===== src/design/lsr_pkg.sv =====
// lsr_pkg: shared types and constants of the line segment rasterizer
// command and status words between controller and datapath, register map
// no dependencies
package lsr_pkg;

    localparam int CANVAS_W = 7;
    localparam logic [CANVAS_W-1:0] CANVAS_RESET = 7'd64;

    localparam int APB_DATA_W = 32;
    localparam int PADDR_W = 3;
    localparam int REG_IDX_W = 1;
    localparam logic [REG_IDX_W-1:0] REG_CANVAS_SIZE = 1'b0;

    typedef struct packed {
        logic load;
        logic setup;
        logic step;
    } lsr_cmd_t;

    typedef struct packed {
        logic degenerate;
        logic fin;
        logic out_free;
    } lsr_sts_t;

endpackage


===== src/design/lsr_if.sv =====
// lsr_seg_if and lsr_pix_if: valid/ready channels of the rasterizer
// segment words in, pixel words out; no dependencies
interface lsr_seg_if #(parameter int COORD_BITS = 6);
    logic                  valid;
    logic                  ready;
    logic [COORD_BITS-1:0] start_x;
    logic [COORD_BITS-1:0] start_y;
    logic [COORD_BITS-1:0] end_x;
    logic [COORD_BITS-1:0] end_y;

    modport source (output valid, output start_x, output start_y, output end_x,
                    output end_y, input ready);
    modport sink (input valid, input start_x, input start_y, input end_x,
                  input end_y, output ready);
endinterface

interface lsr_pix_if #(parameter int COORD_BITS = 6);
    logic                  valid;
    logic                  ready;
    logic [COORD_BITS-1:0] pixel_x;
    logic [COORD_BITS-1:0] pixel_y;
    logic                  visible;
    logic                  last;

    modport source (output valid, output pixel_x, output pixel_y, output visible,
                    output last, input ready);
    modport sink (input valid, input pixel_x, input pixel_y, input visible,
                  input last, output ready);
endinterface


===== src/design/lsr_ctrl.sv =====
// lsr_ctrl: sequencer of the rasterizer, one segment at a time
// depends on lsr_pkg
module lsr_ctrl
    import lsr_pkg::*;
(
    input  logic     clk,
    input  logic     rst_n,
    input  logic     in_valid,
    output logic     in_ready,
    input  lsr_sts_t sts,
    output lsr_cmd_t cmd
);

    typedef enum logic [2:0] {
        ST_IDLE  = 3'b001,
        ST_SETUP = 3'b010,
        ST_RUN   = 3'b100
    } state_t;

    state_t state_reg;
    state_t state_next;

    always_comb
    begin
        state_next = state_reg;
        cmd        = '0;
        in_ready   = 1'b0;
        unique case (state_reg)
            ST_IDLE:
            begin
                in_ready = 1'b1;
                if (in_valid)
                begin
                    cmd.load   = 1'b1;
                    state_next = ST_SETUP;
                end
            end
            ST_SETUP:
            begin
                cmd.setup = 1'b1;
                state_next = sts.degenerate ? ST_IDLE : ST_RUN;
            end
            ST_RUN:
            begin
                if (sts.out_free)
                begin
                    cmd.step = 1'b1;
                    if (sts.fin)
                        state_next = ST_IDLE;
                end
            end
            default:
            begin
                state_next = ST_IDLE;
            end
        endcase
    end

    always_ff @(posedge clk or negedge rst_n)
    begin
        if (!rst_n)
            state_reg <= ST_IDLE;
        else
            state_reg <= state_next;
    end

    a_step_needs_room: assert property (@(posedge clk) disable iff (!rst_n)
        cmd.step |-> sts.out_free)
        else $error("pixel step while output word is held");

    a_fin_ends_run: assert property (@(posedge clk) disable iff (!rst_n)
        (cmd.step && sts.fin) |=> (state_reg == ST_IDLE))
        else $error("segment did not end on final pixel");

    a_no_step_on_accept: assert property (@(posedge clk) disable iff (!rst_n)
        in_ready |-> !(cmd.step || cmd.setup))
        else $error("datapath busy while taking a new segment");

endmodule


===== src/design/lsr_datapath.sv =====
// lsr_datapath: segment setup, Bresenham stepping and output word register
// depends on lsr_pkg; driven by lsr_ctrl
module lsr_datapath
    import lsr_pkg::*;
#(
    parameter int COORD_BITS = 6
)
(
    input  logic                  clk,
    input  logic                  rst_n,
    input  lsr_cmd_t              cmd,
    output lsr_sts_t              sts,
    input  logic [COORD_BITS-1:0] start_x,
    input  logic [COORD_BITS-1:0] start_y,
    input  logic [COORD_BITS-1:0] end_x,
    input  logic [COORD_BITS-1:0] end_y,
    input  logic [CANVAS_W-1:0]   canvas_size,
    input  logic                  out_ready,
    output logic                  out_valid,
    output logic [COORD_BITS-1:0] pixel_x,
    output logic [COORD_BITS-1:0] pixel_y,
    output logic                  visible,
    output logic                  last
);

    localparam int ERR_W = COORD_BITS + 2;
    localparam int VIS_W = (COORD_BITS > CANVAS_W) ? COORD_BITS : CANVAS_W;

    logic [COORD_BITS-1:0] sx_reg, sy_reg, ex_reg, ey_reg;
    logic [COORD_BITS-1:0] sx_next, sy_next, ex_next, ey_next;
    logic [COORD_BITS-1:0] cur_major_reg, cur_major_next;
    logic [COORD_BITS-1:0] cur_minor_reg, cur_minor_next;
    logic [COORD_BITS-1:0] end_major_reg, end_major_next;
    logic [COORD_BITS-1:0] dmaj_reg, dmaj_next;
    logic [COORD_BITS-1:0] dmin_reg, dmin_next;
    logic signed [ERR_W-1:0] err_reg, err_next;
    logic y_major_reg, y_major_next;
    logic minor_down_reg, minor_down_next;
    logic axis_reg, axis_next;
    logic out_valid_reg, out_valid_next;
    logic [COORD_BITS-1:0] pix_x_reg, pix_x_next;
    logic [COORD_BITS-1:0] pix_y_reg, pix_y_next;
    logic visible_reg, visible_next;
    logic last_reg, last_next;

    logic [COORD_BITS-1:0] dx, dy, ma0, ma1, mi0, mi1, px, py;
    logic                  y_major, fin;
    logic signed [ERR_W-1:0] dmaj_ext, dmin_ext, err_step;

    // setup from the stored endpoints
    always_comb
    begin
        dx = (sx_reg > ex_reg) ? sx_reg - ex_reg : ex_reg - sx_reg;
        dy = (sy_reg > ey_reg) ? sy_reg - ey_reg : ey_reg - sy_reg;
        y_major = (dx <= dy);
        if (y_major)
        begin
            if (sy_reg <= ey_reg)
            begin
                ma0 = sy_reg; ma1 = ey_reg; mi0 = sx_reg; mi1 = ex_reg;
            end
            else
            begin
                ma0 = ey_reg; ma1 = sy_reg; mi0 = ex_reg; mi1 = sx_reg;
            end
        end
        else
        begin
            if (sx_reg <= ex_reg)
            begin
                ma0 = sx_reg; ma1 = ex_reg; mi0 = sy_reg; mi1 = ey_reg;
            end
            else
            begin
                ma0 = ex_reg; ma1 = sx_reg; mi0 = ey_reg; mi1 = sy_reg;
            end
        end
    end

    // current pixel and error update
    always_comb
    begin
        px = y_major_reg ? cur_minor_reg : cur_major_reg;
        py = y_major_reg ? cur_major_reg : cur_minor_reg;
        if (axis_reg)
            fin = ({1'b0, cur_major_reg} + 1'b1) == {1'b0, end_major_reg};
        else
            fin = (cur_major_reg == end_major_reg);
        dmaj_ext = $signed({{(ERR_W-COORD_BITS){1'b0}}, dmaj_reg});
        dmin_ext = $signed({{(ERR_W-COORD_BITS){1'b0}}, dmin_reg});
        if (!err_reg[ERR_W-1])
            err_step = err_reg - dmaj_ext + dmin_ext;
        else
            err_step = err_reg + dmin_ext;
    end

    always_comb
    begin
        sx_next         = sx_reg;
        sy_next         = sy_reg;
        ex_next         = ex_reg;
        ey_next         = ey_reg;
        cur_major_next  = cur_major_reg;
        cur_minor_next  = cur_minor_reg;
        end_major_next  = end_major_reg;
        dmaj_next       = dmaj_reg;
        dmin_next       = dmin_reg;
        err_next        = err_reg;
        y_major_next    = y_major_reg;
        minor_down_next = minor_down_reg;
        axis_next       = axis_reg;
        pix_x_next      = pix_x_reg;
        pix_y_next      = pix_y_reg;
        visible_next    = visible_reg;
        last_next       = last_reg;
        out_valid_next  = out_ready ? 1'b0 : out_valid_reg;

        if (cmd.load)
        begin
            sx_next = start_x;
            sy_next = start_y;
            ex_next = end_x;
            ey_next = end_y;
        end

        if (cmd.setup)
        begin
            cur_major_next  = ma0;
            cur_minor_next  = mi0;
            end_major_next  = ma1;
            dmaj_next       = y_major ? dy : dx;
            dmin_next       = y_major ? dx : dy;
            y_major_next    = y_major;
            minor_down_next = (mi1 < mi0);
            axis_next       = y_major ? (dx == '0) : (dy == '0);
            err_next        = $signed({{(ERR_W-COORD_BITS){1'b0}}, y_major ? dx : dy})
                            - $signed({{(ERR_W-COORD_BITS){1'b0}}, y_major ? dy : dx});
        end

        if (cmd.step)
        begin
            out_valid_next = 1'b1;
            pix_x_next     = px;
            pix_y_next     = py;
            visible_next   = (VIS_W'(px) < VIS_W'(canvas_size))
                          && (VIS_W'(py) < VIS_W'(canvas_size));
            last_next      = fin;
            cur_major_next = cur_major_reg + 1'b1;
            if (!axis_reg)
            begin
                err_next = err_step;
                if (!err_reg[ERR_W-1])
                    cur_minor_next = minor_down_reg ? cur_minor_reg - 1'b1
                                                    : cur_minor_reg + 1'b1;
            end
        end
    end

    always_ff @(posedge clk or negedge rst_n)
    begin
        if (!rst_n)
            out_valid_reg <= 1'b0;
        else
            out_valid_reg <= out_valid_next;
    end

    always_ff @(posedge clk)
    begin
        sx_reg         <= sx_next;
        sy_reg         <= sy_next;
        ex_reg         <= ex_next;
        ey_reg         <= ey_next;
        cur_major_reg  <= cur_major_next;
        cur_minor_reg  <= cur_minor_next;
        end_major_reg  <= end_major_next;
        dmaj_reg       <= dmaj_next;
        dmin_reg       <= dmin_next;
        err_reg        <= err_next;
        y_major_reg    <= y_major_next;
        minor_down_reg <= minor_down_next;
        axis_reg       <= axis_next;
        pix_x_reg      <= pix_x_next;
        pix_y_reg      <= pix_y_next;
        visible_reg    <= visible_next;
        last_reg       <= last_next;
    end

    assign sts.degenerate = (sx_reg == ex_reg) && (sy_reg == ey_reg);
    assign sts.fin        = fin;
    assign sts.out_free   = !out_valid_reg || out_ready;

    assign out_valid = out_valid_reg;
    assign pixel_x   = pix_x_reg;
    assign pixel_y   = pix_y_reg;
    assign visible   = visible_reg;
    assign last      = last_reg;

    a_sloped_in_range: assert property (@(posedge clk) disable iff (!rst_n)
        (cmd.step && !axis_reg) |-> (cur_major_reg <= end_major_reg))
        else $error("sloped segment stepped past far endpoint");

    a_axis_in_range: assert property (@(posedge clk) disable iff (!rst_n)
        (cmd.step && axis_reg) |-> (cur_major_reg < end_major_reg))
        else $error("axis aligned segment reached its excluded endpoint");

    a_word_released: assert property (@(posedge clk) disable iff (!rst_n)
        (out_valid_reg && out_ready && !cmd.step) |=> !out_valid_reg)
        else $error("taken pixel word shown again");

endmodule


===== src/design/line_segment_rasterizer.sv =====
// line_segment_rasterizer: top level, canvas size register and APB port
// depends on lsr_pkg, lsr_if, lsr_ctrl, lsr_datapath
//
// usage: a segment word (start_x, start_y, end_x, end_y) enters on the
// segment channel; the block emits its pixel words on the pixel channel,
// each with pixel_x, pixel_y, a visible flag against the canvas and last
// on the final pixel. a segment with equal endpoints emits nothing.
// timing: the segment is taken in the idle state, a setup state follows,
// then one pixel is stepped per cycle into the output word register while
// that register is free or being taken; a segment has at most
// 2^COORD_BITS pixels. the pace is set by the single shared stepping unit
// of the datapath. a stalled receiver holds the pixel word and the stepper
// waits; a new segment may be taken while the last pixel word still waits.
// reset: idle, no word pending, canvas_size 64. canvas_size is written over
// APB at byte address 0; the user must write it only while no segment is in
// progress, as the block itself does not enforce it.
module line_segment_rasterizer
    import lsr_pkg::*;
#(
    parameter int COORD_BITS = 6
)
(
    input  logic                  clk,
    input  logic                  rst_n,
    lsr_seg_if.sink               segment,
    lsr_pix_if.source             pixel,
    input  logic                  psel,
    input  logic                  penable,
    input  logic                  pwrite,
    input  logic [PADDR_W-1:0]    paddr,
    input  logic [APB_DATA_W-1:0] pwdata,
    output logic [APB_DATA_W-1:0] prdata,
    output logic                  pready
);

    logic [CANVAS_W-1:0] canvas_reg;
    logic [CANVAS_W-1:0] canvas_next;
    logic                reg_hit;
    lsr_cmd_t            cmd;
    lsr_sts_t            sts;

    assign reg_hit = (paddr[PADDR_W-1:2] == REG_CANVAS_SIZE);
    assign pready  = 1'b1;
    assign prdata  = reg_hit ? APB_DATA_W'(canvas_reg) : '0;

    always_comb
    begin
        canvas_next = canvas_reg;
        if (psel && penable && pwrite && reg_hit)
            canvas_next = pwdata[CANVAS_W-1:0];
    end

    always_ff @(posedge clk or negedge rst_n)
    begin
        if (!rst_n)
            canvas_reg <= CANVAS_RESET;
        else
            canvas_reg <= canvas_next;
    end

    lsr_ctrl u_ctrl (
        .clk      (clk),
        .rst_n    (rst_n),
        .in_valid (segment.valid),
        .in_ready (segment.ready),
        .sts      (sts),
        .cmd      (cmd)
    );

    lsr_datapath #(
        .COORD_BITS (COORD_BITS)
    ) u_datapath (
        .clk         (clk),
        .rst_n       (rst_n),
        .cmd         (cmd),
        .sts         (sts),
        .start_x     (segment.start_x),
        .start_y     (segment.start_y),
        .end_x       (segment.end_x),
        .end_y       (segment.end_y),
        .canvas_size (canvas_reg),
        .out_ready   (pixel.ready),
        .out_valid   (pixel.valid),
        .pixel_x     (pixel.pixel_x),
        .pixel_y     (pixel.pixel_y),
        .visible     (pixel.visible),
        .last        (pixel.last)
    );

endmodule


===== src/flat_wrapper.sv =====
// flat-port wrapper written by rule: the top's interface ports become plain ports
module line_segment_rasterizer_flat import lsr_pkg::*;
#(
    parameter int COORD_BITS = 6
)
  (clk, rst_n, psel, penable, pwrite, paddr, pwdata, prdata, pready, segment_valid, segment_start_x, segment_start_y, segment_end_x, segment_end_y, segment_ready, pixel_valid, pixel_pixel_x, pixel_pixel_y, pixel_visible, pixel_last, pixel_ready);
  lsr_seg_if #(.COORD_BITS(COORD_BITS)) segment_i ();
  lsr_pix_if #(.COORD_BITS(COORD_BITS)) pixel_i ();
  input  logic clk;
  input  logic rst_n;
  input  logic psel;
  input  logic penable;
  input  logic pwrite;
  input  logic [PADDR_W-1:0] paddr;
  input  logic [APB_DATA_W-1:0] pwdata;
  output logic [APB_DATA_W-1:0] prdata;
  output logic pready;
  input wire logic [$bits(segment_i.valid)-1:0] segment_valid;
  input wire logic [$bits(segment_i.start_x)-1:0] segment_start_x;
  input wire logic [$bits(segment_i.start_y)-1:0] segment_start_y;
  input wire logic [$bits(segment_i.end_x)-1:0] segment_end_x;
  input wire logic [$bits(segment_i.end_y)-1:0] segment_end_y;
  output wire logic [$bits(segment_i.ready)-1:0] segment_ready;
  output wire logic [$bits(pixel_i.valid)-1:0] pixel_valid;
  output wire logic [$bits(pixel_i.pixel_x)-1:0] pixel_pixel_x;
  output wire logic [$bits(pixel_i.pixel_y)-1:0] pixel_pixel_y;
  output wire logic [$bits(pixel_i.visible)-1:0] pixel_visible;
  output wire logic [$bits(pixel_i.last)-1:0] pixel_last;
  input wire logic [$bits(pixel_i.ready)-1:0] pixel_ready;
  assign segment_i.valid = segment_valid;
  assign segment_i.start_x = segment_start_x;
  assign segment_i.start_y = segment_start_y;
  assign segment_i.end_x = segment_end_x;
  assign segment_i.end_y = segment_end_y;
  assign segment_ready = segment_i.ready;
  assign pixel_valid = pixel_i.valid;
  assign pixel_pixel_x = pixel_i.pixel_x;
  assign pixel_pixel_y = pixel_i.pixel_y;
  assign pixel_visible = pixel_i.visible;
  assign pixel_last = pixel_i.last;
  assign pixel_i.ready = pixel_ready;
  line_segment_rasterizer #(.COORD_BITS(COORD_BITS)) u_core (.clk(clk), .rst_n(rst_n), .segment(segment_i), .pixel(pixel_i), .psel(psel), .penable(penable), .pwrite(pwrite), .paddr(paddr), .pwdata(pwdata), .prdata(prdata), .pready(pready));
endmodule

===== config.mk =====
export PLATFORM = sky130hd
export DESIGN_NAME = line_segment_rasterizer_flat
export DESIGN_NICKNAME = d
export VERILOG_FILES = /design/src/design/lsr_pkg.sv /design/src/design/lsr_if.sv /design/src/design/lsr_ctrl.sv /design/src/design/lsr_datapath.sv /design/src/design/line_segment_rasterizer.sv /design/src/flat_wrapper.sv
export SDC_FILE = /design/constraint.sdc
export NUM_CORES = 1
export LEC_CHECK = 0
export ABC_CLOCK_PERIOD_IN_PS = 9100
export BUFFER_PORTS_ARGS = -buffer_cell sky130_fd_sc_hd__buf_2
export CAP_MARGIN = 20
export CORE_MARGIN = 2
export CORE_UTILIZATION = 50
export CTS_BUF_LIST = sky130_fd_sc_hd__clkbuf_4 sky130_fd_sc_hd__clkbuf_8 sky130_fd_sc_hd__clkbuf_16
export CTS_CLUSTER_DIAMETER = 150
export DETAILED_ROUTE_END_ITERATION = 8
export GPL_TIMING_DRIVEN = 0
export PLACE_DENSITY = 0.72
export REMOVE_ABC_BUFFERS = 1
export SYNTH_ARGS = -nofsm -noshare
export SYNTH_HDL_FRONTEND = slang
export SYNTH_HIERARCHICAL = 1
export SYNTH_SLANG_ARGS = --single-unit

===== constraint.sdc =====
create_clock -name clk -period 9.1 [get_ports clk]
set_input_delay 0.455 -clock clk [delete_from_list [all_inputs] [get_ports clk]]
set_output_delay 0.455 -clock clk [all_outputs]
set_load 0.005 [all_outputs]

==> summary.md <==
| Metric | Value |
|---|---|
| Status | finished clean |
| ANT cells | 0 |
| Reg clk slew, reported paths | 0.07 ns |
| Drt total wl | 15550 µm |
| Fillers | around 1300 |
| PostCTS Resize Cnt | 0 |
| Layout cells sized above 1 | roughly 16% |
| Area Growth Syn to Fin | 9.648% |
| Post-synth EDFFs | 65 |
| Final nets | 991 |
| Final worst-path cycle share | between 70 and 80% |
| Post-synth top flop | edfxtp_1 |
| Startpoint types | flop |
| Antenna-violating nets left | 0 |
| DP Wirelength | ~12000 µm |
| Overflow left after global routing | 0 |
| H-tree levels | 3 |
| Most frequent cell after synthesis | inv_1 |
| Core Footprint | 14420 µm² |
| Setup TNS Final | 0 ns |
| Die footprint | roughly 16000 µm² |
| Cells after Synth | between 800 and 900 |
| Initial antenna violation count | 0 |
| IO Pins | 115 |
| Hold Fails Final Rpt | 0 |
| Max Cap Violations | 0 |
| Critical Path AT | between 6 and 7 ns |
| Clock Skews | between 0.01 and 0.015 ns |
| Largest net degree at the start of global routing | 42 |
| Drt initial violations | about 320 |
| Cell row count | 44 |
| CTS tree | built |
| Die W | ~130 µm |
| YS warnings | 6 |
| Synth area leaders | edfxtp_1, ha_1, a21oi_1, inv_1, o21ai_0 |
| Max Buffers Root-to-Sink | 2 |
| Post-synthesis sequential area ratio | between 30% and 40% |
| CTS sink cnt | 90 |
| Post-synth top area share | between 20% and 30% |
| Max transition margin | between 30% and 40% |
| Synth async-reset ratio | between 10% and 20% |
| CP max stage delay | roughly 0.74 ns |
| Avg Cell Area, Syn | slightly above 9 µm² |
| Max-slew violations | 0 |
| F_max | 149.8 MHz |
| Worst Path Required | ~9.3 ns |
| Via count | approximately 5700 |
| Vias in the first global route | approximately 5400 |
| First-pass GRT wire length | around 26000 µm |
| DRC violations left | 0 |
| Leading area contributor after synthesis | edfxtp_1 |
| Register bit total from synthesis | 90 |
| RSZ-0062 raised after global routing | no |
| Vias/cell | 5.488 |
| Buffer count from post-CTS setup fixing | 0 |
| Port buffer count | a little over 60 |
| Synth cell count leaders | inv_1, a21oi_1, edfxtp_1, nand2_1, ha_1 |
| Worst-skew pair later-pin latency | 0.36 ns |
| Netlist cell types | 75 |
| Wirelength per Cell | 14.97 µm |
| Placer Congestion | 0.9169 |
| Netlist Area Pre-Place | approximately 7300 µm² |
| Hold crit path type | input pin to flop |
| Final setup violation count | 0 |
| Worst-Margin Slew | slightly above 1 ns |
| Worst Setup Path Type | flop to flop |
| CP max stage cell | nand2_1 |
| CP Max Fanout | 33 |
| DRT Pass-1 Iters | 5 |
| GRT Overall Usage | between 20% and 30% |
| Number of CTS-inserted buffers | 9 |
| Max reg flops | 8 |
| CTS root buffer | clkbuf_16 |
| Starting Density | between 50% and 60% |
| Die height | about 130 µm |
| Crit. End Element | flop |
| Tmin final | around 6.7 ns |
| CP Cell Sequence | inv_1, ha_1, inv_1, fa_1, a211oi_2, o21ai_1, nand2_1, nor2_1, a22oi_1, xor2_1, ha_1, a21boi_0, o32a_1, buf_16, inv_1, buf_16, a21oi_1, nor2_1, ha_1, a21o_1, a31oi_1 |
[area by class of cell]
cell class	count	area, µm²	area share, %
Multi-Input combinational cell	597	4270	53.15
Sequential cell	90	2510	31.24
Timing Repair Buffer	66	389.1	4.843
Inverter	86	322.8	4.018
Tap cell	184	230.2	2.866
Clock buffer	9	225.2	2.803
Clock inverter	7	86.33	1.075
[critical path: cells and delay by family (launching register included)]
family / cells / cell delay (ns)
xor+xnor: 1 / 0.45
compound gates: 8 / 1.85
fa+ha+maj: 4 / 1.35
simple gates: 3 / 1.21
flops: 1 / 0.44
buf+inv: 5 / 1.14
[placed cells by master, fill, tap and decap left out, types with 4 or more instances in the layout]
cell / count
nand2_1: 65
edfxtp_1: 65
o21a_1: 7
inv_1: 86
conb_1: 26
nand4_1: 7
nor3_1: 11
and2b_2: 7
dfrtp_1: 9
fa_1: 12
nor2b_1: 11
buf_2: 61
nand2b_1: 15
mux2_2: 18
a211oi_1: 11
xor2_1: 16
a21o_1: 12
mux2i_1: 23
clkbuf_16: 9
a21boi_0: 6
o21bai_1: 6
nor2_1: 49
o211ai_1: 4
xnor2_1: 10
and2_1: 4
dfxtp_1: 14
ha_1: 63
or2_2: 4
a21oi_1: 78
nand3_1: 9
o21ai_0: 61
[cells by family after synthesis]
group	synth area share, %
other	0.1025
xor gates and xnor gates	3.330
muxes	6.113
buffers and inverters	8.965
AOI/OAI and AO/OA	19.02
adders and majority gates	14.04
and+or+nand+nor	14.17
DFF	34.26
[final timing paths]
| path | startpoint | end | slack, ns | cells after the start |
|---|---|---|---|---|
| hold / removal | segment_end_y[3] | u_core/u_datapath/ey_reg[3] | 0.27 | 1 |
| max in group asynchronous | rst_n | u_core/u_ctrl/state_reg[0] | 8.28 | 2 |
| min in group asynchronous | rst_n | u_core/canvas_reg[2] | 0.55 | 2 |
| setup / recovery | u_core/u_datapath/sx_reg[0] | u_core/u_datapath/minor_down_reg | 2.43 | 21 |
| hold reg to reg | u_core/u_datapath/cur_minor_reg[5] | u_core/u_datapath/cur_minor_reg[5] | 0.54 | 2 |
| setup reg to reg | u_core/u_datapath/sx_reg[0] | u_core/u_datapath/minor_down_reg | 2.43 | 21 |
[repair_timing]
item / 4_1_cts / 5_1_grt
endpoints found under the hold margin: 9 / 0
hold buffers: 1 / 0
setup endpoints to repair: 0 / 0
[layer usage]
metal | up-vias | share of wire, % | GRT usage (%)
li1 | 2868 | - | -
met3 | 29 | 4.3 | 3.766
met2 | 132 | 47 | 34.18
met1 | 2673 | 46 | 26.02
met4 | 0 | 2.7 | 8.627
met5 | - | 0 | 0
[stage by stage]
step | cells | hold slack [ns] | utilization (%) | worst slack [ns] | instance area [µm²]
finish | 1039 | 0.2715 | 55.70 | 2.425 | 8034
global route | 1039 | 0.2654 | 55.70 | 2.001 | 8034
CTS | 1039 | 0.2620 | 55.70 | 2.578 | 8034
detailed placement | 1022 | 0.3500 | 53.47 | 2.595 | 7712
global placement | 1018 | 0.3415 | 52.82 | 1.292 | 7619
floorplan | 773 | 0.1594 | - | 2.896 | 7083
Power is left out: the tool's default activity adds up to more than one toggle a clock period on the data nets, which glitch-free logic cannot reach.
